<file path="config.mk">
export PLATFORM = sky130hd
export DESIGN_NAME = yuv_to_rgb_pixel_group_core
export DESIGN_NICKNAME = d
export VERILOG_FILES = /design/src/sv/ytr_pkg.sv /design/src/sv/ytr_prod.sv /design/src/sv/ytr_mix.sv /design/src/sv/ytr_clamp.sv /design/src/sv/yuv_to_rgb_pixel_group_core.sv
export SDC_FILE = /design/constraint.sdc
export NUM_CORES = 2
export LEC_CHECK = 0
export BUFFER_PORTS_ARGS = -buffer_cell sky130_fd_sc_hd__buf_2
export CORE_UTILIZATION = 40
export DETAILED_ROUTE_END_ITERATION = 16
export MAX_ROUTING_LAYER = met4
export PLACE_DENSITY_LB_ADDON = 0.2
export SLEW_MARGIN = 15
export SYNTH_ARGS = -nofsm -noshare
export SYNTH_HDL_FRONTEND = slang
export SYNTH_SLANG_ARGS = --single-unit
</file>
<file path="constraint.sdc">
create_clock -name clock -period 21 [get_ports clock]
set_input_delay 4.2 -clock clock [delete_from_list [all_inputs] [get_ports clock]]
set_output_delay 4.2 -clock clock [all_outputs]
set_load 0.02 [all_outputs]
</file>
<file path="src/sv/ytr_pkg.sv">
// Shared types, coefficients and the output clamp for the YCbCr to RGB pixel-group core.
// No dependencies; every other file imports this package.
`timescale 1ns / 1ps
`default_nettype none

package ytr_pkg;

   localparam int WIDE_W     = 28;
   localparam int CSR_ADDR_W = 3;
   localparam int CSR_DATA_W = 32;

   typedef logic [7:0]              byte_type;
   typedef logic signed [8:0]       term_type;
   typedef logic signed [18:0]      coef_type;
   typedef logic signed [WIDE_W-1:0] wide_type;
   typedef logic [CSR_ADDR_W-1:0]   csr_addr_type;
   typedef logic [CSR_DATA_W-1:0]   csr_data_type;

   typedef enum logic {
      MODE_PLANAR_STUDIO = 1'b0,
      MODE_PACKED_FULL   = 1'b1
   } mode_type;

   localparam logic REG_CHROMA_MODE = 1'b0;

   // planar 4:2:0, studio range, 16.16
   localparam coef_type K0_Y  = 19'sd76283;
   localparam coef_type K0_RV = 19'sd104595;
   localparam coef_type K0_GV = -19'sd53280;
   localparam coef_type K0_GU = -19'sd25690;
   localparam coef_type K0_BU = 19'sd132186;
   localparam term_type LUMA_OFS0 = 9'sd16;

   // packed 4:2:2, full range, 8.8 scaled up to 16.16
   localparam coef_type K1_Y  = 19'sd65536;
   localparam coef_type K1_RV = 19'sd91904;
   localparam coef_type K1_GV = -19'sd46848;
   localparam coef_type K1_GU = -19'sd22528;
   localparam coef_type K1_BU = 19'sd116224;
   localparam term_type LUMA_OFS1 = 9'sd0;

   localparam term_type CHROMA_OFS = 9'sd128;

   localparam wide_type CLAMP_HI = 28'sh0FFFFFF;
   localparam wide_type CLAMP_LO = 28'sh000FFFF;

   typedef struct packed {
      mode_type mode;
      wide_type luma_a;
      wide_type luma_b;
      wide_type luma_c;
      wide_type luma_d;
      wide_type red_v;
      wide_type green_v;
      wide_type green_u;
      wide_type blue_u;
   } prod_type;

   typedef struct packed {
      mode_type mode;
      wide_type luma_a;
      wide_type luma_b;
      wide_type luma_c;
      wide_type luma_d;
      wide_type red_t;
      wide_type green_t;
      wide_type blue_t;
   } chroma_type;

   typedef struct packed {
      mode_type mode;
      wide_type red_a;
      wide_type green_a;
      wide_type blue_a;
      wide_type red_b;
      wide_type green_b;
      wide_type blue_b;
      wide_type red_c;
      wide_type green_c;
      wide_type blue_c;
      wide_type red_d;
      wide_type green_d;
      wide_type blue_d;
   } sum_type;

   typedef struct packed {
      byte_type red_a;
      byte_type green_a;
      byte_type blue_a;
      byte_type red_b;
      byte_type green_b;
      byte_type blue_b;
      byte_type red_c;
      byte_type green_c;
      byte_type blue_c;
      byte_type red_d;
      byte_type green_d;
      byte_type blue_d;
   } rgb_type;

   function automatic byte_type clamp_channel(input wide_type x);
      byte_type r;
      if (x > CLAMP_HI) begin
         r = 8'hFF;
      end else if (x <= CLAMP_LO) begin
         r = 8'h00;
      end else begin
         r = x[23:16];
      end
      return r;
   endfunction

endpackage

`default_nettype wire

</file>
<file path="src/sv/ytr_prod.sv">
// First stage: luma and chroma products with mode-selected coefficients.
// Depends on ytr_pkg.
`timescale 1ns / 1ps
`default_nettype none

module ytr_prod import ytr_pkg::*; (
   input  wire logic     clock,
   input  wire logic     reset,
   input  wire mode_type mode,
   input  wire logic     in_valid,
   output logic          in_stall,
   input  wire byte_type luma_a,
   input  wire byte_type luma_b,
   input  wire byte_type luma_c,
   input  wire byte_type luma_d,
   input  wire byte_type blue_diff,
   input  wire byte_type red_diff,
   output logic          out_valid,
   input  wire logic     out_stall,
   output prod_type      out_data
);

   logic     valid_ff;
   prod_type data_ff;
   prod_type data_in;
   coef_type k_y, k_rv, k_gv, k_gu, k_bu;
   term_type ofs, u, v;

   function automatic wide_type mul(input coef_type k, input term_type t);
      return WIDE_W'(k) * WIDE_W'(t);
   endfunction

   function automatic term_type luma_term(input byte_type y, input term_type o);
      return $signed({1'b0, y}) - o;
   endfunction

   always_comb begin
      if (mode == MODE_PACKED_FULL) begin
         k_y = K1_Y; k_rv = K1_RV; k_gv = K1_GV; k_gu = K1_GU; k_bu = K1_BU;
         ofs = LUMA_OFS1;
      end else begin
         k_y = K0_Y; k_rv = K0_RV; k_gv = K0_GV; k_gu = K0_GU; k_bu = K0_BU;
         ofs = LUMA_OFS0;
      end
      u = $signed({1'b0, blue_diff}) - CHROMA_OFS;
      v = $signed({1'b0, red_diff}) - CHROMA_OFS;
      data_in.mode    = mode;
      data_in.luma_a  = mul(k_y, luma_term(luma_a, ofs));
      data_in.luma_b  = mul(k_y, luma_term(luma_b, ofs));
      data_in.luma_c  = mul(k_y, luma_term(luma_c, ofs));
      data_in.luma_d  = mul(k_y, luma_term(luma_d, ofs));
      data_in.red_v   = mul(k_rv, v);
      data_in.green_v = mul(k_gv, v);
      data_in.green_u = mul(k_gu, u);
      data_in.blue_u  = mul(k_bu, u);
   end

   assign in_stall  = valid_ff & out_stall;
   assign out_valid = valid_ff;
   assign out_data  = data_ff;

   always_ff @(posedge clock) begin
      if (reset) begin
         valid_ff <= 1'b0;
      end else if (!in_stall) begin
         valid_ff <= in_valid;
      end
   end

   always_ff @(posedge clock) begin
      if (!in_stall && in_valid) begin
         data_ff <= data_in;
      end
   end

endmodule

`default_nettype wire

</file>
<file path="src/sv/ytr_mix.sv">
// Second and third stages: combine chroma terms, then add them to each luma term.
// Depends on ytr_pkg.
`timescale 1ns / 1ps
`default_nettype none

module ytr_mix import ytr_pkg::*; (
   input  wire logic     clock,
   input  wire logic     reset,
   input  wire logic     in_valid,
   output logic          in_stall,
   input  wire prod_type in_data,
   output logic          out_valid,
   input  wire logic     out_stall,
   output sum_type       out_data
);

   logic       chr_valid_ff, sum_valid_ff;
   logic       chr_stall;
   chroma_type chr_ff, chr_in;
   sum_type    sum_ff, sum_in;

   always_comb begin
      chr_in.mode    = in_data.mode;
      chr_in.luma_a  = in_data.luma_a;
      chr_in.luma_b  = in_data.luma_b;
      chr_in.luma_c  = in_data.luma_c;
      chr_in.luma_d  = in_data.luma_d;
      chr_in.red_t   = in_data.red_v;
      chr_in.green_t = in_data.green_v + in_data.green_u;
      chr_in.blue_t  = in_data.blue_u;
   end

   always_comb begin
      sum_in.mode    = chr_ff.mode;
      sum_in.red_a   = chr_ff.luma_a + chr_ff.red_t;
      sum_in.green_a = chr_ff.luma_a + chr_ff.green_t;
      sum_in.blue_a  = chr_ff.luma_a + chr_ff.blue_t;
      sum_in.red_b   = chr_ff.luma_b + chr_ff.red_t;
      sum_in.green_b = chr_ff.luma_b + chr_ff.green_t;
      sum_in.blue_b  = chr_ff.luma_b + chr_ff.blue_t;
      sum_in.red_c   = chr_ff.luma_c + chr_ff.red_t;
      sum_in.green_c = chr_ff.luma_c + chr_ff.green_t;
      sum_in.blue_c  = chr_ff.luma_c + chr_ff.blue_t;
      sum_in.red_d   = chr_ff.luma_d + chr_ff.red_t;
      sum_in.green_d = chr_ff.luma_d + chr_ff.green_t;
      sum_in.blue_d  = chr_ff.luma_d + chr_ff.blue_t;
   end

   assign chr_stall = sum_valid_ff & out_stall;
   assign in_stall  = chr_valid_ff & chr_stall;
   assign out_valid = sum_valid_ff;
   assign out_data  = sum_ff;

   always_ff @(posedge clock) begin
      if (reset) begin
         chr_valid_ff <= 1'b0;
         sum_valid_ff <= 1'b0;
      end else begin
         if (!in_stall) begin
            chr_valid_ff <= in_valid;
         end
         if (!chr_stall) begin
            sum_valid_ff <= chr_valid_ff;
         end
      end
   end

   always_ff @(posedge clock) begin
      if (!in_stall && in_valid) begin
         chr_ff <= chr_in;
      end
      if (!chr_stall && chr_valid_ff) begin
         sum_ff <= sum_in;
      end
   end

endmodule

`default_nettype wire

</file>
<file path="src/sv/ytr_clamp.sv">
// Output stage: clamp each channel sum to a byte and blank the lower pair in 4:2:2 mode.
// Depends on ytr_pkg.
`timescale 1ns / 1ps
`default_nettype none

module ytr_clamp import ytr_pkg::*; (
   input  wire logic    clock,
   input  wire logic    reset,
   input  wire logic    in_valid,
   output logic         in_stall,
   input  wire sum_type in_data,
   output logic         out_valid,
   input  wire logic    out_stall,
   output rgb_type      out_data
);

   logic    valid_ff;
   rgb_type data_ff, data_in;
   logic    keep_low;

   always_comb begin
      keep_low        = (in_data.mode == MODE_PLANAR_STUDIO);
      data_in.red_a   = clamp_channel(in_data.red_a);
      data_in.green_a = clamp_channel(in_data.green_a);
      data_in.blue_a  = clamp_channel(in_data.blue_a);
      data_in.red_b   = clamp_channel(in_data.red_b);
      data_in.green_b = clamp_channel(in_data.green_b);
      data_in.blue_b  = clamp_channel(in_data.blue_b);
      data_in.red_c   = keep_low ? clamp_channel(in_data.red_c)   : 8'h00;
      data_in.green_c = keep_low ? clamp_channel(in_data.green_c) : 8'h00;
      data_in.blue_c  = keep_low ? clamp_channel(in_data.blue_c)  : 8'h00;
      data_in.red_d   = keep_low ? clamp_channel(in_data.red_d)   : 8'h00;
      data_in.green_d = keep_low ? clamp_channel(in_data.green_d) : 8'h00;
      data_in.blue_d  = keep_low ? clamp_channel(in_data.blue_d)  : 8'h00;
   end

   assign in_stall  = valid_ff & out_stall;
   assign out_valid = valid_ff;
   assign out_data  = data_ff;

   always_ff @(posedge clock) begin
      if (reset) begin
         valid_ff <= 1'b0;
      end else if (!in_stall) begin
         valid_ff <= in_valid;
      end
   end

   always_ff @(posedge clock) begin
      if (!in_stall && in_valid) begin
         data_ff <= data_in;
      end
   end

endmodule

`default_nettype wire

</file>
<file path="src/sv/yuv_to_rgb_pixel_group_core.sv">
// YCbCr to RGB pixel-group core: mode register, product, mix and clamp stages.
// A request beat passes the product, chroma, sum and clamp registers, in that order, to rsp_valid.
// Throughput: one beat per cycle; four register stages, each held only by a stall behind it.
// Reset clears all stage valid bits and sets chroma_mode to 0; no clearing pass.
// Depends on ytr_pkg, ytr_prod, ytr_mix, ytr_clamp.
`timescale 1ns / 1ps
`default_nettype none

module yuv_to_rgb_pixel_group_core import ytr_pkg::*; (
   input  wire logic         clock,
   input  wire logic         reset,
   input  wire logic         req_valid,
   output logic              req_stall,
   input  wire byte_type     req_luma_a,
   input  wire byte_type     req_luma_b,
   input  wire byte_type     req_luma_c,
   input  wire byte_type     req_luma_d,
   input  wire byte_type     req_blue_diff,
   input  wire byte_type     req_red_diff,
   output logic              rsp_valid,
   input  wire logic         rsp_stall,
   output byte_type          rsp_red_a,
   output byte_type          rsp_green_a,
   output byte_type          rsp_blue_a,
   output byte_type          rsp_red_b,
   output byte_type          rsp_green_b,
   output byte_type          rsp_blue_b,
   output byte_type          rsp_red_c,
   output byte_type          rsp_green_c,
   output byte_type          rsp_blue_c,
   output byte_type          rsp_red_d,
   output byte_type          rsp_green_d,
   output byte_type          rsp_blue_d,
   input  wire logic         csr_psel,
   input  wire logic         csr_penable,
   input  wire logic         csr_pwrite,
   input  wire csr_addr_type csr_paddr,
   input  wire csr_data_type csr_pwdata,
   output csr_data_type      csr_prdata,
   output logic              csr_pready
);

   mode_type mode_ff;
   logic     csr_write;
   logic     sel_mode;
   logic     prod_valid, prod_stall;
   prod_type prod_data;
   logic     sum_valid, sum_stall;
   sum_type  sum_data;
   rgb_type  rgb;

   assign csr_pready = 1'b1;
   assign sel_mode   = (csr_paddr[2] == REG_CHROMA_MODE);
   assign csr_write  = csr_psel & csr_penable & csr_pwrite & csr_pready;
   assign csr_prdata = sel_mode ? {{(CSR_DATA_W-1){1'b0}}, mode_ff} : '0;

   always_ff @(posedge clock) begin
      if (reset) begin
         mode_ff <= MODE_PLANAR_STUDIO;
      end else if (csr_write && sel_mode) begin
         mode_ff <= mode_type'(csr_pwdata[0]);
      end
   end

   ytr_prod u_prod (
      .clock     (clock),
      .reset     (reset),
      .mode      (mode_ff),
      .in_valid  (req_valid),
      .in_stall  (req_stall),
      .luma_a    (req_luma_a),
      .luma_b    (req_luma_b),
      .luma_c    (req_luma_c),
      .luma_d    (req_luma_d),
      .blue_diff (req_blue_diff),
      .red_diff  (req_red_diff),
      .out_valid (prod_valid),
      .out_stall (prod_stall),
      .out_data  (prod_data)
   );

   ytr_mix u_mix (
      .clock     (clock),
      .reset     (reset),
      .in_valid  (prod_valid),
      .in_stall  (prod_stall),
      .in_data   (prod_data),
      .out_valid (sum_valid),
      .out_stall (sum_stall),
      .out_data  (sum_data)
   );

   ytr_clamp u_clamp (
      .clock     (clock),
      .reset     (reset),
      .in_valid  (sum_valid),
      .in_stall  (sum_stall),
      .in_data   (sum_data),
      .out_valid (rsp_valid),
      .out_stall (rsp_stall),
      .out_data  (rgb)
   );

   assign rsp_red_a   = rgb.red_a;
   assign rsp_green_a = rgb.green_a;
   assign rsp_blue_a  = rgb.blue_a;
   assign rsp_red_b   = rgb.red_b;
   assign rsp_green_b = rgb.green_b;
   assign rsp_blue_b  = rgb.blue_b;
   assign rsp_red_c   = rgb.red_c;
   assign rsp_green_c = rgb.green_c;
   assign rsp_blue_c  = rgb.blue_c;
   assign rsp_red_d   = rgb.red_d;
   assign rsp_green_d = rgb.green_d;
   assign rsp_blue_d  = rgb.blue_d;

endmodule

`default_nettype wire

</file>
==> results.json <==
{
  "status": "completed",
  "floorplan.rows": 139,
  "hpwl_um": 118700,
  "timing.final.crit_share": 0.4858,
  "netlist_area_sq_um": 57850,
  "finalInstanceArea_sq_um": 63300,
  "cts_hold_buf": 0,
  "ir_drop_mv": 0.09558,
  "postCtsSetupBuffers": 0,
  "clk_latency_ns": 0.66,
  "r2r-start": "mode_ff",
  "ys_async_sr_fraction": 0,
  "place.port_buffers": 155,
  "vias": 38580,
  "io_pins": 221,
  "first_pass_iters": 6,
  "track_usage": 0.2060,
  "syn_inst": 5225,
  "p_leak_uw": 0.02930,
  "hold_class": "flop to flop",
  "finalNetCount": 6930,
  "final_hold_viol_count": 0,
  "multiInputGateArea_sq_um": 35680,
  "clk_pin_slew_ns": 0.06,
  "synth_flop_cell": "edfxtp_1",
  "drt-wirelength-per-cell_um": 19.58,
  "worstPathRequired_ns": 21.45,
  "dp.cells": 7270,
  "grt_pass1_wl_um": 224700,
  "vias_per_cell": 5.211,
  "r2r_cells": 26,
  "fill_cells": 13510,
  "drcViolationCount": 0,
  "drt_iter0_drc": 2250,
  "finalSetupTns_ns": 0,
  "ys_seq_area_frac": 0.3313,
  "clock_sinks": 640,
  "cts-resized-gates": 0,
  "max-slew-margin-rel": 0.3223,
  "grt_pass1_vias": 38360,
  "place_congestion": 0.9363,
  "dieArea_sq_um": 146200,
  "syn_to_final_growth_pct": 9.418,
  "cp.arrival_ns": 10.65,
  "synth_edf_count": 635,
  "stdcell_count": 7403,
  "crit_start": "req_luma_d[4]",
  "die_y_um": 382.3,
  "clock.fmax_ghz": 0.09802,
  "cts_tree": "built",
  "layout_min_cycle_time_ns": 10.20,
  "initial_core_util": 0.4032,
  "numCtsBuffers": 71,
  "rsz0062_at_grt": "false",
  "synth-seq-cells": 640,
  "rr_endpoint": "u_prod.out_data[138]",
  "drive_gt1_frac": 0.06244,
  "die_w_um": 382.3,
  "worstSetupStartpointType": "input port",
  "htreeDepth": 3,
  "antenna_found_initial": 13,
  "clock_skew_ns": 0.03120,
  "core_area_sq_um": 143500,
  "ys_types": 90,
  "overflow": 0,
  "synth_warnings": 0,
  "endpoint": "u_prod.out_data[138]",
  "syn-mean-instance-area_sq_um": 11.07,
  "placed_area_sq_um": 60950,
  "crit_fanout": 7,
  "wl_um": 144900,
  "powerDensity_nw_per_um2": 140.5,
  "postRouteAntennaNets": 0,
  "max-cap-violations": 0,
  "crit_type": "input port to flop",
  "tightest_slew_ns": 1.014,
  "drv_slew": 0,
  "cts_buffer_depth": 3,
  "ff_latch_area_sq_um": 19170,
  "setup_viol": 0,
  "grt_max_degree": 82,
  "end_kind": "flop",
  "cts-root-buf": "clkbuf_16",
  "r2r_setup_slack_ns": 13.06
}
[metal layers]
| layer | track usage | wire length, um | up-vias |
|---|---|---|---|
| li1 | - | - | 18950 |
| met5 | - | 0 | - |
| met2 | 0.3190 | 64610 | 855 |
| met1 | 0.2883 | 70190 | 18610 |
| met3 | 0.02525 | 6880 | 171 |
| met4 | 0.04585 | 3253 | 0 |
[flip-flops by register name (all words and copies together) (netlist names)]
register            flops
u_prod.out_data       205
u_mix.chr_ff          189
u_mix.out_data        145
u_clamp.out_data       96
mode_ff                 1
u_clamp.out_valid       1
u_mix.chr_valid_ff      1
u_mix.out_valid         1
u_prod.out_valid        1
[critical path: stages]
cell	delay (ns)
buf_2	0.09
inv_1	0.07
ha_1	0.17
ha_1	0.17
and2_1	0.37
inv_1	0.21
nor2_1	0.34
or2_2	0.19
inv_1	0.09
fa_1	0.53
fa_1	0.55
inv_1	0.06
fa_1	0.53
inv_1	0.06
fa_1	0.55
inv_1	0.05
ha_1	0.21
a211oi_1	0.29
o21ai_0	0.15
a21oi_1	0.30
o21ai_1	0.17
o41ai_2	0.50
o21a_1	0.25
o21ai_1	0.13
a2111oi_2	0.40
[logic make-up (layout without fill, tap and decap cells)]
kind of cell,count (synthesis),after routing,share of synthesized area
adder cells (fa/ha/maj),1400,1400,0.3582
AO/OA/AOI/OAI,1118,1118,0.1273
AND/OR/NAND/NOR,926,926,0.08000
buffers and inverters,833,1048,0.05612
flip-flops,640,640,0.3313
XOR/XNOR,302,302,0.04619
multiplexers,4,4,0.0007353
other,2,62,0.0001298
[layout by cell type, fill, tap and decap left out, drive strengths merged, types with 16 or more instances in the layout]
cell,instances
a21oi,355
and3,50
fa,427
xor2,90
nor4,21
a211oi,46
and2,37
inv,756
o21ai,172
nor2b,78
nand4,26
nand2,210
edfxtp,635
nor3,87
o211ai,20
a311oi,16
nand2b,39
or2,27
xnor2,210
clkinv,26
buf,174
o31ai,16
conb,55
a21o,163
o21a,117
a31oi,30
nor2,220
clkbuf,84
ha,973
nand3,61
o21bai,38
or3,25
[cell usage after synthesis (61+ instances only)]
cell type    n  area share
inv_1      748       0.049
nor2_1     220       0.014
xor2_1      90       0.014
nand3_1     61      0.0053
fa_1       427        0.15
a21o_1     163       0.021
o21a_1     117       0.015
a21oi_1    352       0.030
nand2_1    210       0.014
nor2b_1     78      0.0084
edfxtp_1   635        0.33
ha_1       973        0.21
o21ai_0    162       0.014
nor3_1      87      0.0075
xnor2_1    210       0.032
[how the worst min path moves through the flow]
stage                                     from                 to  depth (start not counted)
after floorplan           u_prod.out_data[128]  u_mix.chr_ff[100]                          0
after global placement      u_prod.out_data[2]    u_mix.chr_ff[2]                          0
after detailed placement   u_prod.out_data[13]   u_mix.chr_ff[13]                          0
after CTS                  u_prod.out_data[31]   u_mix.chr_ff[31]                          0
after global routing       u_prod.out_data[31]   u_mix.chr_ff[31]                          0
final                       u_prod.out_data[1]    u_mix.chr_ff[1]                          0
[where the power goes]
group / total, uW / switching, uW / internal (uW) / leakage (uW)
Sequential: 2330 / 280 / 2050 / 0.00603
Combinational: 5330 / 3020 / 2310 / 0.0221
Clock: 1240 / 519 / 720 / 0.00114
Total: 8890 / 3820 / 5070 / 0.0293
[through the flow]
stage	setup slack, ns	hold slack, ns	util	power, uW
after floorplan	1.926	0.4003	-	6275
after global placement	10.14	0.4023	0.4248	7618
after detailed placement	10.10	0.4045	0.4248	7667
after CTS	10.77	0.3902	0.4411	8972
after global routing	10.27	0.3926	0.4412	9757
final	10.80	0.3937	0.4412	8894
[final cells by class]
| type | instances | share of cell area |
|---|---|---|
| Inverter | 748 | 0.04435 |
| Antenna cell | 7 | 0.0002767 |
| Tap cell | 1903 | 0.03761 |
| Timing Repair Buffer | 174 | 0.01451 |
| Clock inverter | 42 | 0.008025 |
| Clock buffer | 84 | 0.02884 |
| Sequential cell | 640 | 0.3028 |
| Multi-Input combinational cell | 3805 | 0.5636 |
No activity file was read; power rests on OpenSTA's default activity.
